<file path="src/design/bsd_pkg.sv">
// shared types and constants of the bmp stream pixel decoder
package bsd_pkg;

  localparam int MAX_DIM   = 4096;
  localparam int DIM_W     = $clog2(MAX_DIM + 1);
  localparam int COORD_W   = 12;

  // byte positions at which header fields complete
  localparam logic [31:0] N_SIG      = 32'd1;
  localparam logic [31:0] N_OFFSET   = 32'd13;
  localparam logic [31:0] N_WIDTH    = 32'd21;
  localparam logic [31:0] N_HEIGHT   = 32'd25;
  localparam logic [31:0] N_DEPTH    = 32'd29;
  localparam logic [31:0] N_COMP     = 32'd33;
  localparam logic [31:0] N_HDR_END  = 32'd53;
  localparam logic [31:0] N_MASK_R   = 32'd57;
  localparam logic [31:0] N_MASK_G   = 32'd61;
  localparam logic [31:0] N_MASK_B   = 32'd65;
  localparam logic [31:0] N_SHIFT_R  = 32'd58;
  localparam logic [31:0] N_SHIFT_G  = 32'd62;
  localparam logic [31:0] N_SHIFT_B  = 32'd66;
  localparam logic [31:0] N_SHIFT_A  = 32'd67;
  localparam logic [31:0] HDR_LEN    = 32'd54;
  localparam logic [31:0] HDR_LEN_BF = 32'd66;

  localparam logic [15:0] SIG_BM     = 16'h4D42;
  localparam logic [31:0] COMP_RGB   = 32'd0;
  localparam logic [31:0] COMP_BF    = 32'd3;
  localparam logic [15:0] DEPTH_24   = 16'd24;
  localparam logic [15:0] DEPTH_32   = 16'd32;

  localparam logic [31:0] MASK_R_DEF = 32'h00FF0000;
  localparam logic [31:0] MASK_G_DEF = 32'h0000FF00;
  localparam logic [31:0] MASK_B_DEF = 32'h000000FF;
  localparam logic [31:0] MASK_A_DEF = 32'hFF000000;

  localparam int          FIFO_DEPTH = 4;
  localparam int          PTR_W      = $clog2(FIFO_DEPTH);
  localparam int          CNT_W      = $clog2(FIFO_DEPTH + 1);

  typedef enum logic [2:0] {
    ST_OK       = 3'd0,
    ST_SIG      = 3'd1,
    ST_DIM      = 3'd2,
    ST_COMP     = 3'd3,
    ST_DEPTH    = 3'd4,
    ST_BF_DEPTH = 3'd5,
    ST_TRUNC    = 3'd6,
    ST_OFFSET   = 3'd7
  } status_t;

  typedef enum logic {
    KIND_PIXEL  = 1'b0,
    KIND_STATUS = 1'b1
  } kind_t;

  typedef struct packed {
    logic bitfields;
    logic bpp32;
    logic topdown;
    logic hdr_done;
  } flags_t;

  typedef struct packed {
    kind_t                kind;
    logic [COORD_W-1:0]   pixel_x;
    logic [COORD_W-1:0]   pixel_y;
    logic [7:0]           red;
    logic [7:0]           green;
    logic [7:0]           blue;
    logic [7:0]           alpha;
    status_t              status;
    logic                 last;
  } out_item_t;

  // up to two result items from one byte, first in item0
  typedef struct packed {
    logic [1:0] cnt;
    out_item_t  item0;
    out_item_t  item1;
  } push_t;

  // index of the lowest set bit, 0 for an empty mask
  function automatic logic [4:0] low_bit(input logic [31:0] m);
    logic [31:0] oh;
    logic [4:0]  idx;
    oh  = m & (~m + 32'd1);
    idx = '0;
    for (int k = 0; k < 5; k++) begin
      for (int i = 0; i < 32; i++) begin
        if (((i >> k) & 1) == 1) idx[k] = idx[k] | oh[i];
      end
    end
    return idx;
  endfunction

endpackage

</file>
<file path="src/design/bsd_if.sv">
// valid/ready stream interfaces for file bytes and decoded items
interface bsd_in_if;
  logic       valid;
  logic       ready;
  logic [7:0] data_byte;
  logic       final_byte;

  modport source (output valid, data_byte, final_byte, input ready);
  modport sink   (input valid, data_byte, final_byte, output ready);
endinterface

interface bsd_out_if import bsd_pkg::*; ();
  logic               valid;
  logic               ready;
  kind_t              kind;
  logic [COORD_W-1:0] pixel_x;
  logic [COORD_W-1:0] pixel_y;
  logic [7:0]         red;
  logic [7:0]         green;
  logic [7:0]         blue;
  logic [7:0]         alpha;
  status_t            status;
  logic               last;

  modport source (output valid, kind, pixel_x, pixel_y, red, green, blue, alpha, status, last,
                  input ready);
  modport sink   (input valid, kind, pixel_x, pixel_y, red, green, blue, alpha, status, last,
                  output ready);
endinterface

</file>
<file path="src/design/bsd_decode.sv">
// input register, header capture and checks, pixel assembly
module bsd_decode import bsd_pkg::*; (
  input  logic        clk,
  input  logic        rst_n,
  bsd_in_if.sink      in_chan,
  input  logic        room,
  output push_t       push
);

  logic              vld_r, vld_nxt;
  logic [7:0]        byte_r;
  logic              fin_r;
  logic              fire;

  logic [31:0]       count_r, count_nxt;
  logic [31:0]       hdr_r, hdr_nxt;
  logic [31:0]       off_r, off_nxt;
  logic [DIM_W-1:0]  width_r, width_nxt;
  logic [DIM_W-1:0]  height_r, height_nxt;
  flags_t            flags_r, flags_nxt;
  logic              d24_r, d24_nxt;
  logic              d32_r, d32_nxt;
  logic [31:0]       mask_r [4];
  logic [31:0]       mask_nxt [4];
  logic [4:0]        shift_r [4];
  logic [4:0]        shift_nxt [4];
  logic [23:0]       asm_r, asm_nxt;
  logic [1:0]        pbyte_r, pbyte_nxt;
  logic [1:0]        pad_r, pad_nxt;
  logic [DIM_W-1:0]  col_r, col_nxt;
  logic [DIM_W-1:0]  row_r, row_nxt;
  status_t           err_r, err_nxt;
  logic              done_r, done_nxt;

  logic [31:0]       mag;
  logic [31:0]       px;
  logic              in_pixels;
  logic              end_row;
  logic              pix_out;
  logic [DIM_W-1:0]  y_flip;
  logic [DIM_W-1:0]  col_inc;
  logic [DIM_W-1:0]  row_inc;
  logic [31:0]       shift_src;
  logic              shift_en;
  logic [1:0]        shift_sel;
  out_item_t         pix_item, st_item;

  assign fire          = vld_r & room;
  assign in_chan.ready = ~vld_r | room;

  always_comb begin
    vld_nxt = vld_r;
    if (in_chan.valid && in_chan.ready) vld_nxt = 1'b1;
    else if (fire)                      vld_nxt = 1'b0;
  end

  always_ff @(posedge clk) begin
    if (!rst_n) begin
      vld_r <= 1'b0;
    end else begin
      vld_r <= vld_nxt;
    end
    if (in_chan.valid && in_chan.ready) begin
      byte_r <= in_chan.data_byte;
      fin_r  <= in_chan.final_byte;
    end
  end

  assign px      = {8'd0, asm_r} | ({24'd0, byte_r} << {pbyte_r, 3'b000});
  assign col_inc = col_r + DIM_W'(1);
  assign row_inc = row_r + DIM_W'(1);
  assign y_flip  = height_r - DIM_W'(1) - row_r;
  assign mag     = hdr_nxt[31] ? (~hdr_nxt + 32'd1) : hdr_nxt;

  always_comb begin
    shift_en  = 1'b0;
    shift_sel = 2'd0;
    if (count_r == N_SHIFT_R) begin
      shift_en = 1'b1; shift_sel = 2'd0;
    end else if (count_r == N_SHIFT_G) begin
      shift_en = 1'b1; shift_sel = 2'd1;
    end else if (count_r == N_SHIFT_B) begin
      shift_en = 1'b1; shift_sel = 2'd2;
    end else if (count_r == N_SHIFT_A) begin
      shift_en = 1'b1; shift_sel = 2'd3;
    end
    shift_src = mask_r[shift_sel];
  end

  always_comb begin
    hdr_nxt    = {byte_r, hdr_r[31:8]};
    count_nxt  = (count_r == 32'hFFFF_FFFF) ? count_r : count_r + 32'd1;
    off_nxt    = off_r;
    width_nxt  = width_r;
    height_nxt = height_r;
    flags_nxt  = flags_r;
    d24_nxt    = d24_r;
    d32_nxt    = d32_r;
    mask_nxt   = mask_r;
    shift_nxt  = shift_r;
    asm_nxt    = asm_r;
    pbyte_nxt  = pbyte_r;
    pad_nxt    = pad_r;
    col_nxt    = col_r;
    row_nxt    = row_r;
    err_nxt    = err_r;
    done_nxt   = done_r;
    end_row    = 1'b0;
    pix_out    = 1'b0;

    if (count_r == N_SIG && hdr_nxt[31:16] != SIG_BM) begin
      if (err_nxt == ST_OK) err_nxt = ST_SIG;
    end
    if (count_r == N_OFFSET) off_nxt = hdr_nxt;
    if (count_r == N_WIDTH) begin
      if (hdr_nxt >= 32'd1 && hdr_nxt <= 32'(MAX_DIM)) width_nxt = hdr_nxt[DIM_W-1:0];
      else if (err_nxt == ST_OK) err_nxt = ST_DIM;
    end
    if (count_r == N_HEIGHT) begin
      if (hdr_nxt[31]) flags_nxt.topdown = 1'b1;
      if (mag >= 32'd1 && mag <= 32'(MAX_DIM)) height_nxt = mag[DIM_W-1:0];
      else if (err_nxt == ST_OK) err_nxt = ST_DIM;
    end
    if (count_r == N_DEPTH) begin
      d24_nxt = (hdr_nxt[31:16] == DEPTH_24);
      d32_nxt = (hdr_nxt[31:16] == DEPTH_32);
    end
    if (count_r == N_COMP) begin
      if (hdr_nxt == COMP_BF) flags_nxt.bitfields = 1'b1;
      else if (hdr_nxt != COMP_RGB && err_nxt == ST_OK) err_nxt = ST_COMP;
      if (!d24_r && !d32_r && err_nxt == ST_OK) err_nxt = ST_DEPTH;
      if (flags_nxt.bitfields && !d32_r && err_nxt == ST_OK) err_nxt = ST_BF_DEPTH;
      if (d32_r) flags_nxt.bpp32 = 1'b1;
    end
    if (count_r == N_HDR_END) begin
      if (off_r < (flags_r.bitfields ? HDR_LEN_BF : HDR_LEN) && err_nxt == ST_OK)
        err_nxt = ST_OFFSET;
      flags_nxt.hdr_done = 1'b1;
    end
    if (flags_r.bitfields) begin
      if (count_r == N_MASK_R) mask_nxt[0] = hdr_nxt;
      if (count_r == N_MASK_G) mask_nxt[1] = hdr_nxt;
      if (count_r == N_MASK_B) begin
        mask_nxt[2] = hdr_nxt;
        mask_nxt[3] = ~(mask_r[0] | mask_r[1] | hdr_nxt);
      end
      // shifts follow the masks a byte or two later, before any pixel can complete
      if (shift_en) shift_nxt[shift_sel] = low_bit(shift_src);
    end

    in_pixels = flags_r.hdr_done && err_r == ST_OK && !done_r &&
                count_r >= off_r && count_r > N_HDR_END;
    if (in_pixels) begin
      if (pad_r != 2'd0) begin
        pad_nxt = pad_r - 2'd1;
        if (pad_r == 2'd1) end_row = 1'b1;
      end else if (pbyte_r == (flags_r.bpp32 ? 2'd3 : 2'd2)) begin
        pix_out   = 1'b1;
        asm_nxt   = '0;
        pbyte_nxt = 2'd0;
        col_nxt   = col_inc;
        if (col_inc >= width_r) begin
          // 24 bpp rows pad to a word boundary: the pad is width mod 4
          if (flags_r.bpp32 || width_r[1:0] == 2'd0) end_row = 1'b1;
          else pad_nxt = width_r[1:0];
        end
      end else begin
        asm_nxt   = px[23:0];
        pbyte_nxt = pbyte_r + 2'd1;
      end
    end
    if (end_row) begin
      col_nxt = '0;
      row_nxt = row_inc;
      if (row_inc >= height_r) done_nxt = 1'b1;
    end
  end

  always_comb begin
    pix_item         = '0;
    pix_item.kind    = KIND_PIXEL;
    pix_item.pixel_x = col_r[COORD_W-1:0];
    pix_item.pixel_y = flags_r.topdown ? row_r[COORD_W-1:0] : y_flip[COORD_W-1:0];
    pix_item.status  = ST_OK;
    if (flags_r.bitfields) begin
      pix_item.red   = 8'((px & mask_r[0]) >> shift_r[0]);
      pix_item.green = 8'((px & mask_r[1]) >> shift_r[1]);
      pix_item.blue  = 8'((px & mask_r[2]) >> shift_r[2]);
      pix_item.alpha = (mask_r[3] != 32'd0) ? 8'((px & mask_r[3]) >> shift_r[3]) : 8'hFF;
    end else begin
      pix_item.red   = px[23:16];
      pix_item.green = px[15:8];
      pix_item.blue  = px[7:0];
      pix_item.alpha = flags_r.bpp32 ? px[31:24] : 8'hFF;
    end

    st_item      = '0;
    st_item.kind = KIND_STATUS;
    st_item.last = 1'b1;
    if (!flags_nxt.hdr_done)  st_item.status = ST_TRUNC;
    else if (err_nxt != ST_OK) st_item.status = err_nxt;
    else if (!done_nxt)       st_item.status = ST_TRUNC;
    else                      st_item.status = ST_OK;
  end

  always_comb begin
    push       = '0;
    push.item1 = st_item;
    if (fire) begin
      push.cnt   = {1'b0, pix_out} + {1'b0, fin_r};
      push.item0 = pix_out ? pix_item : st_item;
    end else begin
      push.item0 = pix_item;
    end
  end

  always_ff @(posedge clk) begin
    if (!rst_n || (fire && fin_r)) begin
      count_r   <= '0;
      hdr_r     <= '0;
      off_r     <= '0;
      width_r   <= '0;
      height_r  <= '0;
      flags_r   <= '0;
      d24_r     <= 1'b0;
      d32_r     <= 1'b0;
      mask_r[0] <= MASK_R_DEF;
      mask_r[1] <= MASK_G_DEF;
      mask_r[2] <= MASK_B_DEF;
      mask_r[3] <= MASK_A_DEF;
      for (int i = 0; i < 4; i++) shift_r[i] <= '0;
      asm_r     <= '0;
      pbyte_r   <= '0;
      pad_r     <= '0;
      col_r     <= '0;
      row_r     <= '0;
      err_r     <= ST_OK;
      done_r    <= 1'b0;
    end else if (fire) begin
      count_r  <= count_nxt;
      hdr_r    <= hdr_nxt;
      off_r    <= off_nxt;
      width_r  <= width_nxt;
      height_r <= height_nxt;
      flags_r  <= flags_nxt;
      d24_r    <= d24_nxt;
      d32_r    <= d32_nxt;
      mask_r   <= mask_nxt;
      shift_r  <= shift_nxt;
      asm_r    <= asm_nxt;
      pbyte_r  <= pbyte_nxt;
      pad_r    <= pad_nxt;
      col_r    <= col_nxt;
      row_r    <= row_nxt;
      err_r    <= err_nxt;
      done_r   <= done_nxt;
    end
  end

endmodule

</file>
<file path="src/design/bsd_out_fifo.sv">
// four-entry result queue taking up to two items per cycle
module bsd_out_fifo import bsd_pkg::*; (
  input  logic       clk,
  input  logic       rst_n,
  input  push_t      push,
  output logic       room,
  bsd_out_if.source  out_chan
);

  out_item_t         mem_r [FIFO_DEPTH];
  logic [PTR_W-1:0]  wr_ptr_r, wr_ptr_nxt;
  logic [PTR_W-1:0]  rd_ptr_r, rd_ptr_nxt;
  logic [CNT_W-1:0]  cnt_r, cnt_nxt;
  logic              pop;
  logic [PTR_W-1:0]  wr_ptr_p1;
  out_item_t         head;

  assign room      = (cnt_r <= CNT_W'(FIFO_DEPTH - 2));
  assign pop       = out_chan.valid & out_chan.ready;
  assign wr_ptr_p1 = wr_ptr_r + PTR_W'(1);

  assign wr_ptr_nxt = wr_ptr_r + PTR_W'(push.cnt);
  assign rd_ptr_nxt = rd_ptr_r + PTR_W'(pop);
  assign cnt_nxt    = cnt_r + CNT_W'(push.cnt) - CNT_W'(pop);

  always_ff @(posedge clk) begin
    if (!rst_n) begin
      wr_ptr_r <= '0;
      rd_ptr_r <= '0;
      cnt_r    <= '0;
    end else begin
      wr_ptr_r <= wr_ptr_nxt;
      rd_ptr_r <= rd_ptr_nxt;
      cnt_r    <= cnt_nxt;
    end
    if (push.cnt != 2'd0) mem_r[wr_ptr_r]  <= push.item0;
    if (push.cnt == 2'd2) mem_r[wr_ptr_p1] <= push.item1;
  end

  assign head             = mem_r[rd_ptr_r];
  assign out_chan.valid   = (cnt_r != '0);
  assign out_chan.kind    = head.kind;
  assign out_chan.pixel_x = head.pixel_x;
  assign out_chan.pixel_y = head.pixel_y;
  assign out_chan.red     = head.red;
  assign out_chan.green   = head.green;
  assign out_chan.blue    = head.blue;
  assign out_chan.alpha   = head.alpha;
  assign out_chan.status  = head.status;
  assign out_chan.last    = head.last;

  a_cnt_bound: assert property (@(posedge clk) disable iff (!rst_n)
    cnt_r <= CNT_W'(FIFO_DEPTH))
    else $error("result queue over-full");

  a_push_room: assert property (@(posedge clk) disable iff (!rst_n)
    (push.cnt != 2'd0) |-> room)
    else $error("push into queue without room");

  a_ptr_gap: assert property (@(posedge clk) disable iff (!rst_n)
    (cnt_r != CNT_W'(FIFO_DEPTH)) |-> (PTR_W'(wr_ptr_r - rd_ptr_r) == PTR_W'(cnt_r)))
    else $error("queue pointers disagree with fill count");

endmodule

</file>
<file path="src/design/bmp_stream_pixel_decoder_core.sv">
// path: a byte transfer is captured in the input register, decoded from there once the result
// queue has room and written to the queue, from which its results are offered on the output
// throughput: one byte per cycle, set by the input register and the four-entry result
// queue, which takes the pixel and status items a final byte can raise in one cycle;
// input stalls only while the queue holds three or more items
// reset: synchronous, clears all header and pixel state and the queue pointers and fill count
// at once; the header and pixel state also returns to reset after each status item
module bmp_stream_pixel_decoder_core import bsd_pkg::*; (
  input  logic      clk,
  input  logic      rst_n,
  bsd_in_if.sink    in_chan,
  bsd_out_if.source out_chan
);

  push_t push;
  logic  room;

  bsd_decode u_decode (
    .clk     (clk),
    .rst_n   (rst_n),
    .in_chan (in_chan),
    .room    (room),
    .push    (push)
  );

  bsd_out_fifo u_out_fifo (
    .clk      (clk),
    .rst_n    (rst_n),
    .push     (push),
    .room     (room),
    .out_chan (out_chan)
  );

endmodule
</file>
<file path="src/flat_wrapper.sv">
// flat-port wrapper written by rule: the top's interface ports become plain ports
module bmp_stream_pixel_decoder_core_flat import bsd_pkg::*;
  (clk, rst_n, in_chan_valid, in_chan_data_byte, in_chan_final_byte, in_chan_ready, out_chan_valid, out_chan_kind, out_chan_pixel_x, out_chan_pixel_y, out_chan_red, out_chan_green, out_chan_blue, out_chan_alpha, out_chan_status, out_chan_last, out_chan_ready);
  bsd_in_if in_chan_i ();
  bsd_out_if out_chan_i ();
  input  logic clk;
  input  logic rst_n;
  input wire logic [$bits(in_chan_i.valid)-1:0] in_chan_valid;
  input wire logic [$bits(in_chan_i.data_byte)-1:0] in_chan_data_byte;
  input wire logic [$bits(in_chan_i.final_byte)-1:0] in_chan_final_byte;
  output wire logic [$bits(in_chan_i.ready)-1:0] in_chan_ready;
  output wire logic [$bits(out_chan_i.valid)-1:0] out_chan_valid;
  output wire logic [$bits(out_chan_i.kind)-1:0] out_chan_kind;
  output wire logic [$bits(out_chan_i.pixel_x)-1:0] out_chan_pixel_x;
  output wire logic [$bits(out_chan_i.pixel_y)-1:0] out_chan_pixel_y;
  output wire logic [$bits(out_chan_i.red)-1:0] out_chan_red;
  output wire logic [$bits(out_chan_i.green)-1:0] out_chan_green;
  output wire logic [$bits(out_chan_i.blue)-1:0] out_chan_blue;
  output wire logic [$bits(out_chan_i.alpha)-1:0] out_chan_alpha;
  output wire logic [$bits(out_chan_i.status)-1:0] out_chan_status;
  output wire logic [$bits(out_chan_i.last)-1:0] out_chan_last;
  input wire logic [$bits(out_chan_i.ready)-1:0] out_chan_ready;
  assign in_chan_i.valid = in_chan_valid;
  assign in_chan_i.data_byte = in_chan_data_byte;
  assign in_chan_i.final_byte = in_chan_final_byte;
  assign in_chan_ready = in_chan_i.ready;
  assign out_chan_valid = out_chan_i.valid;
  assign out_chan_kind = out_chan_i.kind;
  assign out_chan_pixel_x = out_chan_i.pixel_x;
  assign out_chan_pixel_y = out_chan_i.pixel_y;
  assign out_chan_red = out_chan_i.red;
  assign out_chan_green = out_chan_i.green;
  assign out_chan_blue = out_chan_i.blue;
  assign out_chan_alpha = out_chan_i.alpha;
  assign out_chan_status = out_chan_i.status;
  assign out_chan_last = out_chan_i.last;
  assign out_chan_i.ready = out_chan_ready;
  bmp_stream_pixel_decoder_core u_core (.clk(clk), .rst_n(rst_n), .in_chan(in_chan_i), .out_chan(out_chan_i));
endmodule
</file>
<file path="config.mk">
export PLATFORM = sky130hd
export DESIGN_NAME = bmp_stream_pixel_decoder_core_flat
export DESIGN_NICKNAME = d
export VERILOG_FILES = /design/src/design/bsd_pkg.sv /design/src/design/bsd_if.sv /design/src/design/bsd_decode.sv /design/src/design/bsd_out_fifo.sv /design/src/design/bmp_stream_pixel_decoder_core.sv /design/src/flat_wrapper.sv
export SDC_FILE = /design/constraint.sdc
export NUM_CORES = 2
export LEC_CHECK = 0
export ABC_CLOCK_PERIOD_IN_PS = 5900
export BUFFER_PORTS_ARGS = -buffer_cell sky130_fd_sc_hd__clkbuf_2
export CAP_MARGIN = 20
export CORE_UTILIZATION = 35
export CTS_CLUSTER_DIAMETER = 120
export DETAILED_ROUTE_END_ITERATION = 12
export PLACE_DENSITY = 0.48
export SYNTH_ARGS = -nofsm -noshare
export SYNTH_HDL_FRONTEND = slang
export SYNTH_SLANG_ARGS = --single-unit
</file>
<file path="constraint.sdc">
create_clock -name clk -period 5.9 [get_ports clk]
set_clock_uncertainty 0.2 [all_clocks]
set_input_delay 1.18 -clock clk [delete_from_list [all_inputs] [get_ports clk]]
set_output_delay 1.18 -clock clk [all_outputs]
set_load 0.005 [all_outputs]
</file>
==> results.yml <==
clocking:
  root_buffer: "clkbuf_16"
  cts_resized: 0
  clk_path_buf_depth: 3
  postCtsSetupRepairBufs: 0
  cts_tree: "done"
  clk_latency_ns: 0.67
  holdBufCountCts: 0
  path_clk_slew_ns: 0.06
  cts_buffers: 72
  htree_levels: 3
  clock_sinks: 583
worst_setup_path:
  crit_required_ns: 6.08
  r2r-end: "u_core.u_out_fifo.mem_r[0][3]$_DFFE_PP_"
  crit_slowest_cell: "a211oi_1"
  endpoint: "u_core.u_out_fifo.mem_r[0][3]$_DFFE_PP_"
  worstSetupStartpoint: "u_core.u_decode.col_r[0]$_SDFFE_PP0P_"
  path_buf_inv: 0
  crit_type: "reg2reg"
  r2r_slack_ns: 0.80
  crit_family: "simple AND/OR/NAND/NOR gates"
  end_kind: "flop"
  crit_path_frequent_cell: "and3_1"
  critPathArrivalTime_ns: 5.27
  cpPeakStageDelay_ns: 0.63
  path_cells: "ha_1 > and3_1 > and3_1 > and3_1 > nand3_1 > xnor2_1 > ha_1 > nand4_1 > nor3_1 > nor3b_1 > a211oi_1 > or3b_2 > o21a_1 > o211ai_1 > a21oi_1"
  ff2ff_path_depth: 15
  cp.depth: 15
  crit_path_start_kind: "flop"
  r2r-start: "u_core.u_decode.col_r[0]$_SDFFE_PP0P_"
  worstPathMaxFanout: 8
yosys:
  syn_nets: 4123
  synth.distinct_cells: 92
  netlist_instances: 4019
  syn_area_per_cell_um2: 8.23
  syn_area_um2: 33100
  yosys_warnings: 0
  synth_top_cell_area_share_pct: 34.0
  ys_seq_elements: 583
  synth_edf_count: 21
  synth_largest_area_cell: "dfxtp_1"
  synth_flop_cell: "dfxtp_1"
  synth_area_leaders: "dfxtp_1 (34%), nand2_1 (7.4%), mux2i_1 (6.4%)"
  yosysMostFrequentCell: "nand2_1"
  async_flop_share_pct: 0
  synthTopCellsByCount: "nand2_1 (656), dfxtp_1 (562), a21oi_1 (320)"
  synth.yosys.seq_area_share_pct: 35.9
hold_path:
  min_from: "u_core.u_out_fifo.mem_r[3][32]$_SDFFE_PP0P_"
  hp-class: "reg2reg"
layout:
  areaGrowthSynthToFinish_pct: 12.5
  stdcell_area_um2: 37200
  nets: 4063
  drive_gt1_share_pct: 12.0
  diodes: 0
  utilization_pct: 39.8
global_route:
  grt.busiest_layer: "met2"
  grt_overflow_total: 0
  grt_pass1_vias: 28437
  antenna_found_initial: 1
  grt.total_usage_pct: 26.5
  grt_first_pass_wirelength_um: 191000
  use_met3_pct: 4.16
  grt_max_degree: 111
  met2_usage_pct: 41.0
  met1_usage_pct: 37.1
sta:
  period_share_pct: 86.4
  setup_ws_ns: 0.802
  finalMaxSlewViolations: 0
  worst_slew_pin_slew_ns: 1.11
  finalCriticalPeriod_ns: 5.10
  relSlewSlack_pct: 25.7
  grt_setup_unrepaired: "false"
  setup_viol: 0
  max_freq_mhz: 196
  tns_ns: 0
  finalHoldViolCount: 0
floorplan:
  die_h_um: 309
  fp.dieArea_um2: 95800
  ios: 76
  coreArea_um2: 93500
  rows: 112
  initial_utilization_pct: 35.4
  die_w_um: 309
outcome:
  status: "completed"
job:
  max_cap_violations: 0
routing:
  ant_nets: 0
  dr.pass1.iters: 6
  drtIter0Drc: 2961
  viasPerCell: 5.75
  wl_per_cell_um: 24.4
  num_vias: 30279
  drc: 0
  drt_wl_total_um: 128000
power_and_ir_drop:
  powerDensity_nw_per_um2: 285
  swShare_pct: 28.2
  p_leak_uw: 0.0132
  ir_worst_vdd_mv: 0.197
  p_int_uw: 7630
  power_uw: 10600
  combPwrFrac_pct: 13.7
  seqPwrFrac_pct: 42.3
  netSwitchingPower_uw: 2990
  power.clock.fraction_pct: 44.0
place:
  portBuffers: 75
  post-place-ws_ns: 0.829
  postPlaceCellArea_um2: 34700
  gp_congestion: 0.975
  dp_hpwl_um: 91800
[per-layer routing]
metal	vias to the layer above	share of wire, %
met5	-	0
met4	0	3.5
met3	252	6.9
met2	1089	44
met1	14658	46
li1	14280	-
[registers in the layout, summed over array words and instances, names as in the netlist, 3 cells and up]
name and cells:
u_core.u_decode.off_r 32, u_core.u_decode.count_r 32, u_core.u_decode.byte_r 8, u_core.u_decode.err_r 3
u_core.u_decode.height_r 13, u_core.u_decode.col_r 13, u_core.u_decode.hdr_r 24, u_core.u_decode.shift_r 20
u_core.u_decode.row_r 13, u_core.u_decode.width_r 13, u_core.u_decode.asm_r 24, u_core.u_out_fifo.mem_r 240
u_core.u_decode.flags_r 4, u_core.u_decode.mask_r 128, u_core.u_out_fifo.cnt_r 3
[power by group through the flow]
stage               logic [uW]  registers [uW]  clock network (uW)
global placement          1460            4580                   0
CTS                       1470            4490                4770
global route              1600            4530                4930
finish                    1450            4490                4680
detailed placement        1460            4580                   0
floorplan                 1030            4390                   0
[cell usage in the layout, fill, tap and decap left out, types with 67 or more instances in the layout]
| cell | synthesis | final |
|---|---|---|
| nand2_1 | 656 | 653 |
| dfxtp_1 | 562 | 557 |
| a21oi_1 | 320 | 320 |
| o21ai_0 | 314 | 314 |
| nor2_1 | 299 | 294 |
| mux2i_1 | 213 | 213 |
| inv_1 | 120 | 120 |
| nand3_1 | 119 | 117 |
| a22o_1 | 110 | 110 |
| buf_4 | 10 | 98 |
| ha_1 | 89 | 89 |
| mux4_2 | 85 | 85 |
| clkbuf_2 | 0 | 76 |
| nor4_1 | 76 | 74 |
| clkbuf_16 | 0 | 73 |
| nor3_1 | 68 | 67 |
[how the worst min path moves through the flow]
stage	to	slack [ns]	cells past startpoint
detailed placement	u_core.u_out_fifo.mem_r[2][19]$_SDFFE_PP0P_	0.24	2
global route	u_core.u_out_fifo.mem_r[0][0]$_SDFFE_PP1P_	0.26	2
global placement	u_core.u_out_fifo.mem_r[3][13]$_SDFFE_PP0P_	0.23	2
CTS	u_core.u_out_fifo.mem_r[1][0]$_SDFFE_PP1P_	0.25	2
finish	u_core.u_out_fifo.mem_r[3][32]$_SDFFE_PP0P_	0.25	2
floorplan	u_core.u_out_fifo.mem_r[3][0]$_SDFFE_PP1P_	0.22	2
[cells by family (layout without fill, tap and decap cells)]
| logic type | Yosys count | count (layout) | share of synthesized area [%] |
|---|---|---|---|
| flip-flops | 583 | 583 | 35.9 |
| buffers and inverters | 434 | 429 | 5.17 |
| AO/OA/AOI/OAI | 1003 | 1003 | 18.8 |
| AND/OR/NAND/NOR | 1489 | 1489 | 21.0 |
| multiplexers | 335 | 335 | 13.5 |
| adder cells (fa/ha/maj) | 91 | 91 | 3.49 |
| XOR/XNOR | 84 | 84 | 2.22 |
[final cells by class]
class	count	area [um2]
sequential	583	11900
timing repair buffer	177	1180
clock inverter	25	435
inverter	123	462
clock buffer	104	2070
multi-input combinational	3002	19600
fill	9596	56300
tap	1254	1570
[worst register-to-register path, delay by kind of cell (launching register included)]
kind            cells  cell delay (ns)
simple gates        8             1.96
flops               1             0.48
xor+xnor            1             0.19
fa+ha+maj           2             0.60
compound gates      4             1.36
[stage by stage]
stage,std cells,hold slack (ns)
2_1_floorplan,4019,0.218
3_5_place_dp,5138,0.237
3_3_place_gp,5138,0.229
6_report,5268,0.246
4_1_cts,5267,0.248
5_1_grt,5268,0.263
Power figures use the tool's default switching activity.
